[config.mk]
export PLATFORM = sky130hd
export DESIGN_NAME = kv_record_deframer
export DESIGN_NICKNAME = d
export VERILOG_FILES = /design/src/hdl/kvd_pkg.sv /design/src/hdl/kvd_front.sv /design/src/hdl/kvd_fifo.sv /design/src/hdl/kvd_back.sv /design/src/hdl/kv_record_deframer.sv
export SDC_FILE = /design/constraint.sdc
export NUM_CORES = 1
export LEC_CHECK = 0
export ABC_AREA = 1
export BUFFER_PORTS_ARGS = -buffer_cell sky130_fd_sc_hd__buf_2
export CAP_MARGIN = 20
export CORE_ASPECT_RATIO = 0.5
export CORE_MARGIN = 2
export CORE_UTILIZATION = 57
export DETAILED_ROUTE_END_ITERATION = 12
export GPL_ROUTABILITY_DRIVEN = 0
export PLACE_DENSITY = 0.8
export RECOVER_POWER = 50
export SKIP_CTS_REPAIR_TIMING = 1
export SLEW_MARGIN = 20
export SYNTH_ARGS = -nofsm -noshare
export SYNTH_HDL_FRONTEND = slang
export SYNTH_HIERARCHICAL = 1
export SYNTH_SLANG_ARGS = --single-unit
[constraint.sdc]
create_clock -name clk -period 4.7 [get_ports clk]
set_input_delay 0.47 -clock clk [delete_from_list [all_inputs] [get_ports clk]]
set_output_delay 0.47 -clock clk [all_outputs]
set_load 0.005 [all_outputs]
[src/hdl/kvd_pkg.sv]
// ----------------------------------------------------------------------------
// kvd_pkg: shared types and constants of the key/value record deframer
// Character codes, result kinds, error codes, queue sizing and the
// transaction structs that pass between the front, the queue and the back.
// ----------------------------------------------------------------------------
`default_nettype none

package kvd_pkg;

  // width of the parsed length counters
  localparam int LEN_WIDTH = 16;
  // accumulator width: count * 10 + 9 fits in LEN_WIDTH + 4 bits
  localparam int VAL_WIDTH = LEN_WIDTH + 4;
  localparam logic [VAL_WIDTH-1:0] LEN_MAX = VAL_WIDTH'((64'd1 << LEN_WIDTH) - 64'd1);
  localparam logic [VAL_WIDTH-1:0] RADIX   = VAL_WIDTH'(10);

  // record syntax characters
  localparam logic [7:0] CH_PLUS  = 8'h2B;
  localparam logic [7:0] CH_COMMA = 8'h2C;
  localparam logic [7:0] CH_DASH  = 8'h2D;
  localparam logic [7:0] CH_COLON = 8'h3A;
  localparam logic [7:0] CH_GT    = 8'h3E;
  localparam logic [7:0] CH_NL    = 8'h0A;
  localparam logic [7:0] CH_ZERO  = 8'h30;
  localparam logic [7:0] CH_NINE  = 8'h39;

  // result kinds
  localparam logic [2:0] K_NONE = 3'd0;
  localparam logic [2:0] K_KEY  = 3'd1;
  localparam logic [2:0] K_VAL  = 3'd2;
  localparam logic [2:0] K_FIN  = 3'd3;
  localparam logic [2:0] K_ERR  = 3'd4;

  // error codes
  localparam logic [2:0] E_NONE     = 3'd0;
  localparam logic [2:0] E_KEY_LEN  = 3'd1;
  localparam logic [2:0] E_VAL_LEN  = 3'd2;
  localparam logic [2:0] E_SEP      = 3'd3;
  localparam logic [2:0] E_NEWLINE  = 3'd4;
  localparam logic [2:0] E_OP       = 3'd5;
  localparam logic [2:0] E_TRUNC    = 3'd6;
  localparam logic [2:0] E_TOO_LONG = 3'd7;

  // configuration register indexes
  localparam logic REG_MAX_KEY = 1'b0;
  localparam logic REG_MAX_VAL = 1'b1;

  // queue between front and back
  localparam int QDEPTH = 4;
  localparam int QAW    = 2;
  localparam int QLW    = 3;

  // classified input byte
  typedef struct packed {
    logic [7:0] data;
    logic       eoi;
    logic       digit;
    logic [3:0] digit_val;
    logic       plus;
    logic       comma;
    logic       colon;
    logic       dash;
    logic       gt;
    logic       nl;
  } item_t;

  // one result transaction
  typedef struct packed {
    logic [2:0]  kind;
    logic [7:0]  data;
    logic        commit;
    logic [15:0] klen;
    logic [15:0] vlen;
    logic [2:0]  ecode;
  } result_t;

  // queue status
  typedef struct packed {
    logic           full;
    logic           empty;
    logic [QLW-1:0] level;
  } qstat_t;

endpackage

`default_nettype wire

[src/hdl/kvd_front.sv]
// ----------------------------------------------------------------------------
// kvd_front: input acceptance and byte classification
// Decodes each incoming byte into syntax flags and a digit value and pushes
// the classified transaction into the queue while it has room.
// ----------------------------------------------------------------------------
`default_nettype none

module kvd_front (
  input  wire logic          in_tvalid,
  output logic               in_tready,
  input  wire logic [7:0]    in_tdata,
  input  wire logic          in_tuser,
  input  wire kvd_pkg::qstat_t stat,
  output logic               push,
  output kvd_pkg::item_t     item
);

  logic [7:0] diff;

  assign in_tready = !stat.full;
  assign push      = in_tvalid && in_tready;
  assign diff      = in_tdata - kvd_pkg::CH_ZERO;

  always_comb begin
    item.data      = in_tdata;
    item.eoi       = in_tuser;
    item.digit     = (in_tdata >= kvd_pkg::CH_ZERO) && (in_tdata <= kvd_pkg::CH_NINE);
    item.digit_val = diff[3:0];
    item.plus      = (in_tdata == kvd_pkg::CH_PLUS);
    item.comma     = (in_tdata == kvd_pkg::CH_COMMA);
    item.colon     = (in_tdata == kvd_pkg::CH_COLON);
    item.dash      = (in_tdata == kvd_pkg::CH_DASH);
    item.gt        = (in_tdata == kvd_pkg::CH_GT);
    item.nl        = (in_tdata == kvd_pkg::CH_NL);
  end

endmodule

`default_nettype wire

[src/hdl/kvd_fifo.sv]
// ----------------------------------------------------------------------------
// kvd_fifo: short queue of classified bytes
// Small register queue that lets the front and the back stall independently.
// ----------------------------------------------------------------------------
`default_nettype none

module kvd_fifo (
  input  wire logic           clk,
  input  wire logic           rst_n,
  input  wire logic           push,
  input  wire kvd_pkg::item_t item_in,
  input  wire logic           pop,
  output kvd_pkg::item_t      head,
  output kvd_pkg::qstat_t     stat
);

  kvd_pkg::item_t mem_r [kvd_pkg::QDEPTH];

  logic [kvd_pkg::QAW-1:0] wr_ptr_r, wr_ptr_nxt;
  logic [kvd_pkg::QAW-1:0] rd_ptr_r, rd_ptr_nxt;
  logic [kvd_pkg::QLW-1:0] level_r, level_nxt;

  assign head       = mem_r[rd_ptr_r];
  assign stat.level = level_r;
  assign stat.full  = (level_r == kvd_pkg::QLW'(kvd_pkg::QDEPTH));
  assign stat.empty = (level_r == '0);

  always_comb begin
    wr_ptr_nxt = push ? wr_ptr_r + 1'b1 : wr_ptr_r;
    rd_ptr_nxt = pop  ? rd_ptr_r + 1'b1 : rd_ptr_r;
    level_nxt  = level_r;
    if (push && !pop) begin
      level_nxt = level_r + 1'b1;
    end else if (pop && !push) begin
      level_nxt = level_r - 1'b1;
    end
  end

  always_ff @(posedge clk) begin
    if (!rst_n) begin
      wr_ptr_r <= '0;
      rd_ptr_r <= '0;
      level_r  <= '0;
    end else begin
      wr_ptr_r <= wr_ptr_nxt;
      rd_ptr_r <= rd_ptr_nxt;
      level_r  <= level_nxt;
    end
  end

  always_ff @(posedge clk) begin
    if (push) begin
      mem_r[wr_ptr_r] <= item_in;
    end
  end

endmodule

`default_nettype wire

[src/hdl/kvd_back.sv]
// ----------------------------------------------------------------------------
// kvd_back: record parser and result register
// Runs the record state machine on the queue head, one byte per cycle while
// bytes wait and results are taken; each result stays registered until taken.
// ----------------------------------------------------------------------------
`default_nettype none

module kvd_back (
  input  wire logic            clk,
  input  wire logic            rst_n,
  input  wire kvd_pkg::item_t  head,
  input  wire kvd_pkg::qstat_t stat,
  output logic                 pop,
  input  wire logic [15:0]     max_key_len,
  input  wire logic [15:0]     max_value_len,
  output logic                 out_valid,
  input  wire logic            out_ready,
  output kvd_pkg::result_t     result
);

  localparam logic [3:0] P_OP   = 4'd0;
  localparam logic [3:0] P_KLEN = 4'd1;
  localparam logic [3:0] P_VLEN = 4'd2;
  localparam logic [3:0] P_KEY  = 4'd3;
  localparam logic [3:0] P_SEP1 = 4'd4;
  localparam logic [3:0] P_SEP2 = 4'd5;
  localparam logic [3:0] P_VAL  = 4'd6;
  localparam logic [3:0] P_NL   = 4'd7;
  localparam logic [3:0] P_DONE = 4'd8;
  localparam logic [3:0] P_ERR  = 4'd9;

  logic [3:0]                   phase_r, phase_nxt;
  logic [2:0]                   err_r, err_nxt;
  logic                         ins_r, ins_nxt;
  logic [kvd_pkg::LEN_WIDTH-1:0] kcnt_r, kcnt_nxt;
  logic [kvd_pkg::LEN_WIDTH-1:0] vcnt_r, vcnt_nxt;
  logic [kvd_pkg::LEN_WIDTH-1:0] left_r, left_nxt;
  logic [kvd_pkg::LEN_WIDTH-1:0] left_dec;
  logic                         out_valid_r;
  kvd_pkg::result_t             res_r, res_nxt;

  logic [kvd_pkg::VAL_WIDTH-1:0] kacc, vacc;
  logic                          k_big, v_big;

  assign pop       = !stat.empty && (!out_valid_r || out_ready);
  assign out_valid = out_valid_r;
  assign result    = res_r;
  assign left_dec  = left_r - 1'b1;

  // decimal accumulate and range check
  always_comb begin
    kacc  = kvd_pkg::VAL_WIDTH'(kcnt_r) * kvd_pkg::RADIX
          + kvd_pkg::VAL_WIDTH'(head.digit_val);
    vacc  = kvd_pkg::VAL_WIDTH'(vcnt_r) * kvd_pkg::RADIX
          + kvd_pkg::VAL_WIDTH'(head.digit_val);
    k_big = (kacc > kvd_pkg::VAL_WIDTH'(max_key_len)) || (kacc > kvd_pkg::LEN_MAX);
    v_big = (vacc > kvd_pkg::VAL_WIDTH'(max_value_len)) || (vacc > kvd_pkg::LEN_MAX);
  end

  always_comb begin
    logic       fail;
    logic [2:0] code;
    logic       fin;
    fail      = 1'b0;
    code      = kvd_pkg::E_NONE;
    fin       = 1'b0;
    phase_nxt = phase_r;
    err_nxt   = err_r;
    ins_nxt   = ins_r;
    kcnt_nxt  = kcnt_r;
    vcnt_nxt  = vcnt_r;
    left_nxt  = left_r;
    res_nxt   = '0;
    res_nxt.kind = kvd_pkg::K_NONE;

    case (phase_r)
      P_ERR: begin
        res_nxt.kind  = kvd_pkg::K_ERR;
        res_nxt.ecode = err_r;
      end
      P_DONE: begin
        res_nxt.kind = kvd_pkg::K_FIN;
      end
      default: begin
        if (head.eoi) begin
          if (phase_r == P_OP) begin
            phase_nxt    = P_DONE;
            res_nxt.kind = kvd_pkg::K_FIN;
          end else begin
            fail = 1'b1;
            code = kvd_pkg::E_TRUNC;
          end
        end else begin
          case (phase_r)
            P_OP: begin
              ins_nxt   = head.plus;
              kcnt_nxt  = '0;
              vcnt_nxt  = '0;
              left_nxt  = '0;
              phase_nxt = P_KLEN;
            end
            P_KLEN: begin
              if (head.digit) begin
                if (k_big) begin
                  fail = 1'b1;
                  code = kvd_pkg::E_TOO_LONG;
                end else begin
                  kcnt_nxt = kacc[kvd_pkg::LEN_WIDTH-1:0];
                end
              end else if (head.comma) begin
                phase_nxt = P_VLEN;
              end else begin
                fail = 1'b1;
                code = kvd_pkg::E_KEY_LEN;
              end
            end
            P_VLEN: begin
              if (head.digit) begin
                if (v_big) begin
                  fail = 1'b1;
                  code = kvd_pkg::E_TOO_LONG;
                end else begin
                  vcnt_nxt = vacc[kvd_pkg::LEN_WIDTH-1:0];
                end
              end else if (head.colon) begin
                left_nxt  = kcnt_r;
                phase_nxt = (kcnt_r == '0) ? P_SEP1 : P_KEY;
              end else begin
                fail = 1'b1;
                code = kvd_pkg::E_VAL_LEN;
              end
            end
            P_KEY: begin
              left_nxt     = left_dec;
              res_nxt.kind = kvd_pkg::K_KEY;
              res_nxt.data = head.data;
              if (left_dec == '0) begin
                phase_nxt = P_SEP1;
              end
            end
            P_SEP1: begin
              if (!head.dash) begin
                fail = 1'b1;
                code = kvd_pkg::E_SEP;
              end else begin
                phase_nxt = P_SEP2;
              end
            end
            P_SEP2: begin
              if (!head.gt) begin
                fail = 1'b1;
                code = kvd_pkg::E_SEP;
              end else if (vcnt_r == '0) begin
                fin = 1'b1;
              end else begin
                left_nxt  = vcnt_r;
                phase_nxt = P_VAL;
              end
            end
            P_VAL: begin
              left_nxt     = left_dec;
              res_nxt.kind = kvd_pkg::K_VAL;
              res_nxt.data = head.data;
              if (left_dec == '0) begin
                fin = 1'b1;
              end
            end
            P_NL: begin
              if (!head.nl) begin
                fail = 1'b1;
                code = kvd_pkg::E_NEWLINE;
              end else begin
                phase_nxt = P_OP;
              end
            end
            default: begin
              fail = 1'b1;
              code = kvd_pkg::E_OP;
            end
          endcase
        end
      end
    endcase

    // record end: commit on insert, otherwise operation error
    if (fin) begin
      if (!ins_r) begin
        fail = 1'b1;
        code = kvd_pkg::E_OP;
      end else begin
        phase_nxt      = P_NL;
        res_nxt.commit = 1'b1;
        res_nxt.klen   = 16'(kcnt_r);
        res_nxt.vlen   = 16'(vcnt_r);
      end
    end

    if (fail) begin
      phase_nxt     = P_ERR;
      err_nxt       = code;
      res_nxt       = '0;
      res_nxt.kind  = kvd_pkg::K_ERR;
      res_nxt.ecode = code;
    end
  end

  always_ff @(posedge clk) begin
    if (!rst_n) begin
      phase_r     <= P_OP;
      err_r       <= kvd_pkg::E_NONE;
      ins_r       <= 1'b0;
      kcnt_r      <= '0;
      vcnt_r      <= '0;
      left_r      <= '0;
      out_valid_r <= 1'b0;
    end else begin
      if (pop) begin
        phase_r <= phase_nxt;
        err_r   <= err_nxt;
        ins_r   <= ins_nxt;
        kcnt_r  <= kcnt_nxt;
        vcnt_r  <= vcnt_nxt;
        left_r  <= left_nxt;
      end
      if (pop) begin
        out_valid_r <= 1'b1;
      end else if (out_ready) begin
        out_valid_r <= 1'b0;
      end
    end
  end

  always_ff @(posedge clk) begin
    if (pop) begin
      res_r <= res_nxt;
    end
  end

endmodule

`default_nettype wire

[src/hdl/kv_record_deframer.sv]
// ----------------------------------------------------------------------------
// kv_record_deframer: streaming parser for "+klen,vlen:key->value\n" records
// Splits a byte stream into tagged key and value bytes with a commit mark
// per record, a clean finish on end of input and a latched error code.
// ----------------------------------------------------------------------------
// The block takes one byte per clock while the queue has room, and returns
// exactly one result transaction for every input transaction, in order.
// Sustained rate is one byte per cycle while out_tready stays high. A byte
// is first written into the queue, and the back then loads its result from
// the queue head into the output register that drives out_tvalid. The front
// classifies each byte and writes it into a four-entry queue; the back runs
// the record state machine on the queue head and updates the length counters
// with one multiply-by-ten add and range compare per cycle.
// Backpressure on the result side fills the queue and then drops in_tready.
// A key or value byte comes out with kind 1 or 2; the last value byte of a
// record (or a kindless result at the '>' when the value is empty) carries
// out_tlast with both lengths. After end of input at a record start every
// result is a clean finish; after any fault every result is an error with
// the same code, until reset. The user must write the length limits over the
// register port only while the block is idle; the block does not enforce it.
// ----------------------------------------------------------------------------
`default_nettype none

module kv_record_deframer (
  input  wire logic        clk,
  input  wire logic        rst_n,
  // input stream
  input  wire logic        in_tvalid,
  output logic             in_tready,
  input  wire logic [7:0]  in_tdata,   // [7:0] in_byte
  input  wire logic        in_tuser,   // [0] end_of_input
  // result stream
  output logic             out_tvalid,
  input  wire logic        out_tready,
  output logic [47:0]      out_tdata,  // [7:0] out_byte, [23:8] key_length,
                                       // [39:24] value_length, [42:40] error_code
  output logic             out_tlast,  // commit
  output logic [2:0]       out_tuser,  // [2:0] out_kind
  // register port
  input  wire logic        psel,
  input  wire logic        penable,
  input  wire logic        pwrite,
  input  wire logic [2:0]  paddr,
  input  wire logic [31:0] pwdata,
  output logic [31:0]      prdata,
  output logic             pready
);

  // length limit registers
  logic [15:0] max_key_len_r;
  logic [15:0] max_value_len_r;
  logic        reg_wr;

  // front to queue
  logic             push;
  kvd_pkg::item_t   item;
  // queue to back
  kvd_pkg::item_t   head;
  kvd_pkg::qstat_t  stat;
  logic             pop;
  // back to output ports
  kvd_pkg::result_t result;

  assign pready = 1'b1;
  assign reg_wr = psel && penable && pwrite && pready;

  // register read, decoded on the word index bit
  always_comb begin
    case (paddr[2])
      kvd_pkg::REG_MAX_KEY: prdata = {16'd0, max_key_len_r};
      kvd_pkg::REG_MAX_VAL: prdata = {16'd0, max_value_len_r};
      default:              prdata = '0;
    endcase
  end

  always_ff @(posedge clk) begin
    if (!rst_n) begin
      max_key_len_r   <= 16'hFFFF;
      max_value_len_r <= 16'hFFFF;
    end else if (reg_wr) begin
      if (paddr[2] == kvd_pkg::REG_MAX_KEY) begin
        max_key_len_r <= pwdata[15:0];
      end else begin
        max_value_len_r <= pwdata[15:0];
      end
    end
  end

  // classify and enqueue
  kvd_front u_front (
    .in_tvalid (in_tvalid),
    .in_tready (in_tready),
    .in_tdata  (in_tdata),
    .in_tuser  (in_tuser),
    .stat      (stat),
    .push      (push),
    .item      (item)
  );

  // decouples the two sides
  kvd_fifo u_fifo (
    .clk     (clk),
    .rst_n   (rst_n),
    .push    (push),
    .item_in (item),
    .pop     (pop),
    .head    (head),
    .stat    (stat)
  );

  // record parser with output register
  kvd_back u_back (
    .clk           (clk),
    .rst_n         (rst_n),
    .head          (head),
    .stat          (stat),
    .pop           (pop),
    .max_key_len   (max_key_len_r),
    .max_value_len (max_value_len_r),
    .out_valid     (out_tvalid),
    .out_ready     (out_tready),
    .result        (result)
  );

  // result packing, highest field first
  assign out_tdata = {5'd0, result.ecode, result.vlen, result.klen, result.data};
  assign out_tlast = result.commit;
  assign out_tuser = result.kind;

  // commit only ever rides on a value byte or a kindless transaction
  a_commit_kind: assert property (@(posedge clk) disable iff (!rst_n)
    out_tvalid && out_tlast |-> (out_tuser == kvd_pkg::K_VAL) || (out_tuser == kvd_pkg::K_NONE))
    else $error("commit on a transaction that is neither value byte nor none");

  // error code present exactly on error transactions
  a_err_code: assert property (@(posedge clk) disable iff (!rst_n)
    out_tvalid |-> ((out_tuser == kvd_pkg::K_ERR) == (out_tdata[42:40] != kvd_pkg::E_NONE)))
    else $error("error code does not match result kind");

  // queue occupancy stays within its depth
  a_queue_level: assert property (@(posedge clk) disable iff (!rst_n)
    stat.level <= kvd_pkg::QLW'(kvd_pkg::QDEPTH))
    else $error("queue level beyond depth");

  // a popped entry always exists
  a_pop_nonempty: assert property (@(posedge clk) disable iff (!rst_n)
    pop |-> !stat.empty && (stat.level != '0))
    else $error("pop from an empty queue");

endmodule

`default_nettype wire

# After elaboration in Yosys (flattened, before gate mapping)
# Memories as Yosys holds them, arrays and structs flattened. A register that Yosys moved wholly into a read port is not among the register bits.
# Index checks and enable logic that the tools add are counted.
# Widths: inputs -> output; s select.
# word_totals
mem_count,1
ram_bits,80
inputBits,51
word_cells,182
register_bits,143
out_inout_bits,87
# op_classes
reduce_logical,38
add_sub_neg,8
n_mul,2
n_eq_ne,24
n_mux,80
magnitude_cmp,6
n_bitwise,5
# memory_table
memory,words,word_bits,read_ports,rd_ports_with_merged_regs,wr,line,text
u_fifo.mem_r,4,20,1,1,1,kvd_fifo.sv:17,kvd_pkg::item_t mem_r [kvd_pkg::QDEPTH];
# ops
op,count
$mux 16,8
$pmux 16 s2,2
$pmux 16 s4,1
$pmux 32 s2,1
$mux 4,15
$logic_not 16->1,3
$mux 3,16
$add 20x4->20,2
$eq 8x6->1 const B,5
$gt 20x16->1,2
$gt 20x16->1 const B,2
$mul 16x3->19 const B,2
$mux 33,1
$pmux 4 s7,1
$mux 1,24
$pmux 10 s2,1
$pmux 3 s6,1
$eq 4x3->1 const B,4
$sub 16x1->16 const B,1
$ne 2x2->1 const B,7
$mux 2,6
$reduce_and 6->1,2
$eq 4x2->1 const B,2
$eq 4x4->1 const B,2
other kinds (27),52

# Longest topological paths before layout
# logic_depth
word_depth,12
ltp_mapped,34
mapped_depth_nobuf,33

# By module
# Netlist, hierarchy kept.
# by_module_without_submodules
module,instances,cells_per_inst,seq_area_each_um2,area_each_um2
kvd_back,1,1337,2552.4,8967.4
kvd_fifo,1,252,2582.5,3383.2
kv_record_deframer,1,221,640.6,1556.5
kvd_front,1,46,0.0,272.8

# Worst setup path after synthesis
# No wires, ideal clock.
# synth_timing
path_type,register to register
start,reg u_back/vcnt_r[1] (netlist name)
end,"reg u_back.res_r, in the netlist u_back/result[45], data pin"
setup_time_ns,0.142
required_time_ns,4.558
synth_period_minus_slack_ns,4.131
setup_slack_ns,0.569
stages_incl_launch_ff,32
arrival_ns,3.989
path_buffers,0
path_cell_list,dfxtp_1 ha_1 ha_1 fa_1 nand2_1 nor2_1 nand2_1 nand2_1 nand2_1 nor2_2 nand2_1 nor2_1 nand2_1 nor2_1 o2bb2ai_1 inv_1 ha_1 nand2_1 nor2_1 a211oi_1 nand2_1 nand2_1 nand3_1 nor2_1 nand2_1 a21oi_1 nand3_1 nand2_2 nand2_4 inv_2 nand2_4 o21ai_2
# synth_between
elab_chain_cells,11
elab_cells_between_ends,18
cone_classes,1 x add/sub; 1 x mul; 2 x order compare; 12 x mux; 2 x reduce/logical
# synth_lines
item,line,text
"start, declared",kvd_back.sv:36,"logic [kvd_pkg::LEN_WIDTH-1:0] vcnt_r, vcnt_nxt;"
"start signal, assigned",kvd_back.sv:222,vcnt_r <= vcnt_nxt;
$mul 16x3->19,kvd_back.sv:54,vacc = kvd_pkg::VAL_WIDTH'(vcnt_r) * kvd_pkg::RADIX
$add 20x4->20,kvd_back.sv:55,+ kvd_pkg::VAL_WIDTH'(head.digit_val);
$gt 20x16->1,kvd_back.sv:57,v_big = (vacc > kvd_pkg::VAL_WIDTH'(max_value_len)) || (vacc > kvd_pkg::LEN_MAX);
$logic_or 1x1->1,kvd_back.sv:57,
$mux 1,kvd_back.sv:119,if (v_big) begin
$mux 1,kvd_back.sv:118,if (head.digit) begin
$pmux 1 s6,kvd_back.sv:94,case (phase_r)
$mux 1,kvd_back.sv:85,if (head.eoi) begin
$mux 1,kvd_back.sv:76,case (phase_r)
$mux 1,kvd_back.sv:187,if (!ins_r) begin
$mux 1 (*),kvd_back.sv:186,if (fin) begin
"end signal, assigned",kvd_back.sv:235,res_r <= res_nxt;
"end, declared",kvd_back.sv:40,"kvd_pkg::result_t res_r, res_nxt;"
# Every way passes the cells marked *; elsewhere a longest branch is shown, timed or not.
# A chain may end at the register's enable or synchronous reset.

# Final worst setup path
# layout_timing
start,reg u_back/vcnt_r[0] (netlist name)
end,reg u_back/vcnt_r[8] (netlist name)
# layout_between
elab_chain_cells,6
elab_cells_between_ends,10
cone_classes,1 x add/sub; 1 x mul; 2 x order compare; 1 x eq/ne; 3 x mux; 2 x reduce/logical
# layout_lines
item,line
$mul 16x3->19 (*),kvd_back.sv:54
$add 20x4->20 (*),kvd_back.sv:55
$gt 20x16->1,kvd_back.sv:57
$logic_or 1x1->1,kvd_back.sv:57
$ne 2x2->1 (no line),--
$reduce_and 6->1 (no line),--
# Every way passes the cells marked *; elsewhere a longest branch is shown, timed or not. The select of a mux whose other input is x is not followed.

==> results.yml <==
timing:
  setup_slack_ns: -0.151
  final_hold_viol_count: 0
  max_freq_mhz: 206
  rsz0062_at_grt: "true"
  drv_slew: 0
  finalSetupTns_ns: -2.00
  slew_headroom_pct: 5.51
  tightest_slew_ns: 1.42
  timing.final.crit_share_pct: 103
  setup-violations-final: 24
  clock-skew-final_ns: 0.0140
  fin_crit_ns: 4.85
critical_path:
  endpoint_kind: "flop"
  cp-start-kind: "flop"
  cpMostUsedCell: "nand2_2"
  path_class: "flop to flop"
  required_ns: 5.08
  cp_max_fo: 8
  critPathArrivalTime_ns: 5.23
  crit_slowest_cell: "fa_2"
  slowest_delay_ns: 0.58
yosys:
  synth-edff-count: 127
  avgSynthCellArea_um2: 7.64
  synthCells: 1856
  synth.distinct_cells: 50
  synth_flop_cell: "edfxtp_1"
  async_flop_share_pct: 0
  seq_area_frac_synth_pct: 40.7
  yosysWarnings: 6
  ys_ff_latch: 225
  synth.cell_area_mm2: 0.0142
global_routing:
  grt_pass1_wl_mm: 57.4
  grt_pass1_vias: 11759
  grt_use_total_pct: 27.4
  antenna_found_initial: 0
  grt_overflow: 0
  grt_start_max_net_pins: 59
clock_tree:
  clk_latency_ns: 0.53
  clkTransAtPathRegs_ns: 0.07
  cts.sinks: 225
  cts_tree: "yes"
  clock_tree.root_cell: "clkbuf_16"
  htree_levels: 1
  cts_max_path_buffers: 3
  cts_made_buffers: 22
detailed_routing:
  drc: 0
  wl_met3_mm: 3.08
  first_iter_violations: 1243
  vias: 12984
  top_layer_used: "met4"
  m1WireLength_mm: 15.9
  routed_wl_mm: 38.2
  vias_per_cell: 5.57
  dr.pass1.iters: 7
  route.detailed.wl_per_inst_um: 16.4
  antenna_left: 0
  wl_met2_mm: 18.1
place:
  io_buffer_count: 97
  dp_cells: 2269
  place_hpwl_mm: 26.0
power_and_ir_drop:
  p_sw_share_pct: 42.3
  power.density_mw_per_mm2: 575
  p_seq_share_pct: 30.4
  intPower_uw: 5440
  vdd_drop_max_uv: 306
  pwr-share-comb_pct: 48.2
  clock_power_share_pct: 21.4
  p_switching_uw: 3990
  p_leak_uw: 0.00769
  total_power_uw: 9430
layout:
  final_common_cell: "nand2_1"
  regArea_mm2: 0.00579
  nNetsFinal: 2136
  area_growth_syn_to_layout_pct: 15.6
  drive_gt1_share_pct: 13.5
  antenna_cells: 0
  nFillCells: 1929
  multi_input_area_mm2: 0.00739
  final_cell_mix: "nand2_1, inv_1, nor2_1"
  layout.cells.non_filler: 2331
status:
  status: "finished with violations"
  violations: "negative setup slack"
floorplanning:
  die_h_um: 116
  core-area_mm2: 0.0242
  start_util_pct: 58.5
  die_area_mm2: 0.0262
  ios: 138
  fp-row-count: 40
  die_w_um: 227
run:
  maxCapViolCount: 0
hold_path:
  hp-class: "input port to flop"
==> metrics by stage <==
stage                     worst slack (ns)  hold WS [ns]  instance area, µm²  utilization (%)
after global placement              0.0694         0.433               15000             62.1
after CTS                           -0.108         0.157               15900             65.5
after floorplan                      0.569         0.412               14300                -
after global routing                -0.396         0.203               16400             67.7
final                               -0.151         0.202               16400             67.7
after detailed placement           -0.0822         0.435               15000             62.1
==> cells in the mapped netlist (3+ instances only) <==
| library cell | number | share of area, % |
|---|---|---|
| nor4_1 | 9 | 0.40 |
| fa_1 | 5 | 0.71 |
| nor2_2 | 7 | 0.31 |
| nand2_2 | 5 | 0.22 |
| o21ai_0 | 35 | 1.2 |
| a211oi_1 | 20 | 1.1 |
| ha_1 | 101 | 8.9 |
| o21ai_1 | 40 | 1.4 |
| buf_2 | 16 | 0.56 |
| a21oi_1 | 100 | 3.5 |
| nand3b_1 | 7 | 0.37 |
| o221ai_1 | 4 | 0.25 |
| xor2_1 | 29 | 1.8 |
| inv_2 | 5 | 0.13 |
| dfxtp_1 | 98 | 14 |
| nand4_1 | 27 | 1.2 |
| xnor2_1 | 6 | 0.37 |
| nor2_4 | 3 | 0.24 |
| o22ai_1 | 32 | 1.4 |
| buf_4 | 39 | 2.1 |
| nor3_1 | 14 | 0.49 |
| edfxtp_1 | 127 | 27 |
| nor2_1 | 234 | 6.2 |
| nand3_1 | 152 | 5.4 |
| nand2_1 | 428 | 11 |
| inv_1 | 248 | 6.6 |
| clkbuf_1 | 27 | 0.71 |
| nand3_2 | 4 | 0.28 |
==> path summary, 6_finish.rpt <==
check	startpoint	endpoint	slack [ns]	cells after the start
min	pwdata[3]	max_key_len_r[3]$_SDFFE_PN1P_	0.20	3
max	u_back/vcnt_r[0]$_SDFFE_PN0P_	u_back/vcnt_r[8]$_SDFFE_PN0P_	-0.15	28
min reg2reg	u_fifo/rd_ptr_r[1]$_SDFFE_PN0P_	flop	0.44	1
max reg2reg	u_back/vcnt_r[0]$_SDFFE_PN0P_	u_back/vcnt_r[8]$_SDFFE_PN0P_	-0.15	28
==> worst max-delay path: cells and delay by family (launching register included) <==
family	cells	cell delay, ns
simple gates	16	1.62
fa+ha+maj	4	1.27
compound gates	5	0.97
flops	1	0.35
buf+inv	2	0.26
xor+xnor	1	0.22
==> final cells by class <==
class / instances / share of cell area, %
inverter: 255 / 5.87
tap: 336 / 2.57
timing repair buffer: 164 / 6.08
sequential: 225 / 35.3
clock buffer: 27 / 3.60
clock inverter: 13 / 1.45
multi-input combinational: 1311 / 45.1
==> sequential cells by signal, summed over array words and instances, names as in the netlist, named ones only <==
name and cells:
u_fifo/mem_r 80, u_back/result 47, max_key_len_r 16, max_value_len_r 16, u_back/kcnt_r 16, u_back/left_r 16
u_back/vcnt_r 16, u_back/phase_r 4, u_back/err_r 3, u_fifo/level_r 3, u_fifo/rd_ptr_r 2, u_fifo/wr_ptr_r 2
u_back/ins_r 1, u_back/out_valid 1
==> cells by family after synthesis <==
kind of cell,share of synthesized area [%]
AND/OR/NAND/NOR,27.3
XOR/XNOR,2.16
adder cells (fa/ha/maj),9.62
other,0.0530
flip-flops,40.7
buffers and inverters,10.3
AO/OA/AOI/OAI,9.90
==> power by group through the flow <==
stage | Combinational [µW] | Clock (µW) | Sequential, µW
after floorplan | 2750 | 0 | 2840
final | 4540 | 2020 | 2870
after global routing | 5010 | 2130 | 2910
after CTS | 4090 | 2040 | 2840
after detailed placement | 4040 | 0 | 2880
after global placement | 3950 | 0 | 2870
==> metal layers <==
layer | vias up | global-route usage (%)
li1 | 6312 | -
met1 | 5969 | 36.3
met2 | 601 | 46.7
met3 | 102 | 4.92
met4 | 0 | 7.41
met5 | - | 0
Note: power is estimated with default switching activity, not from simulation.
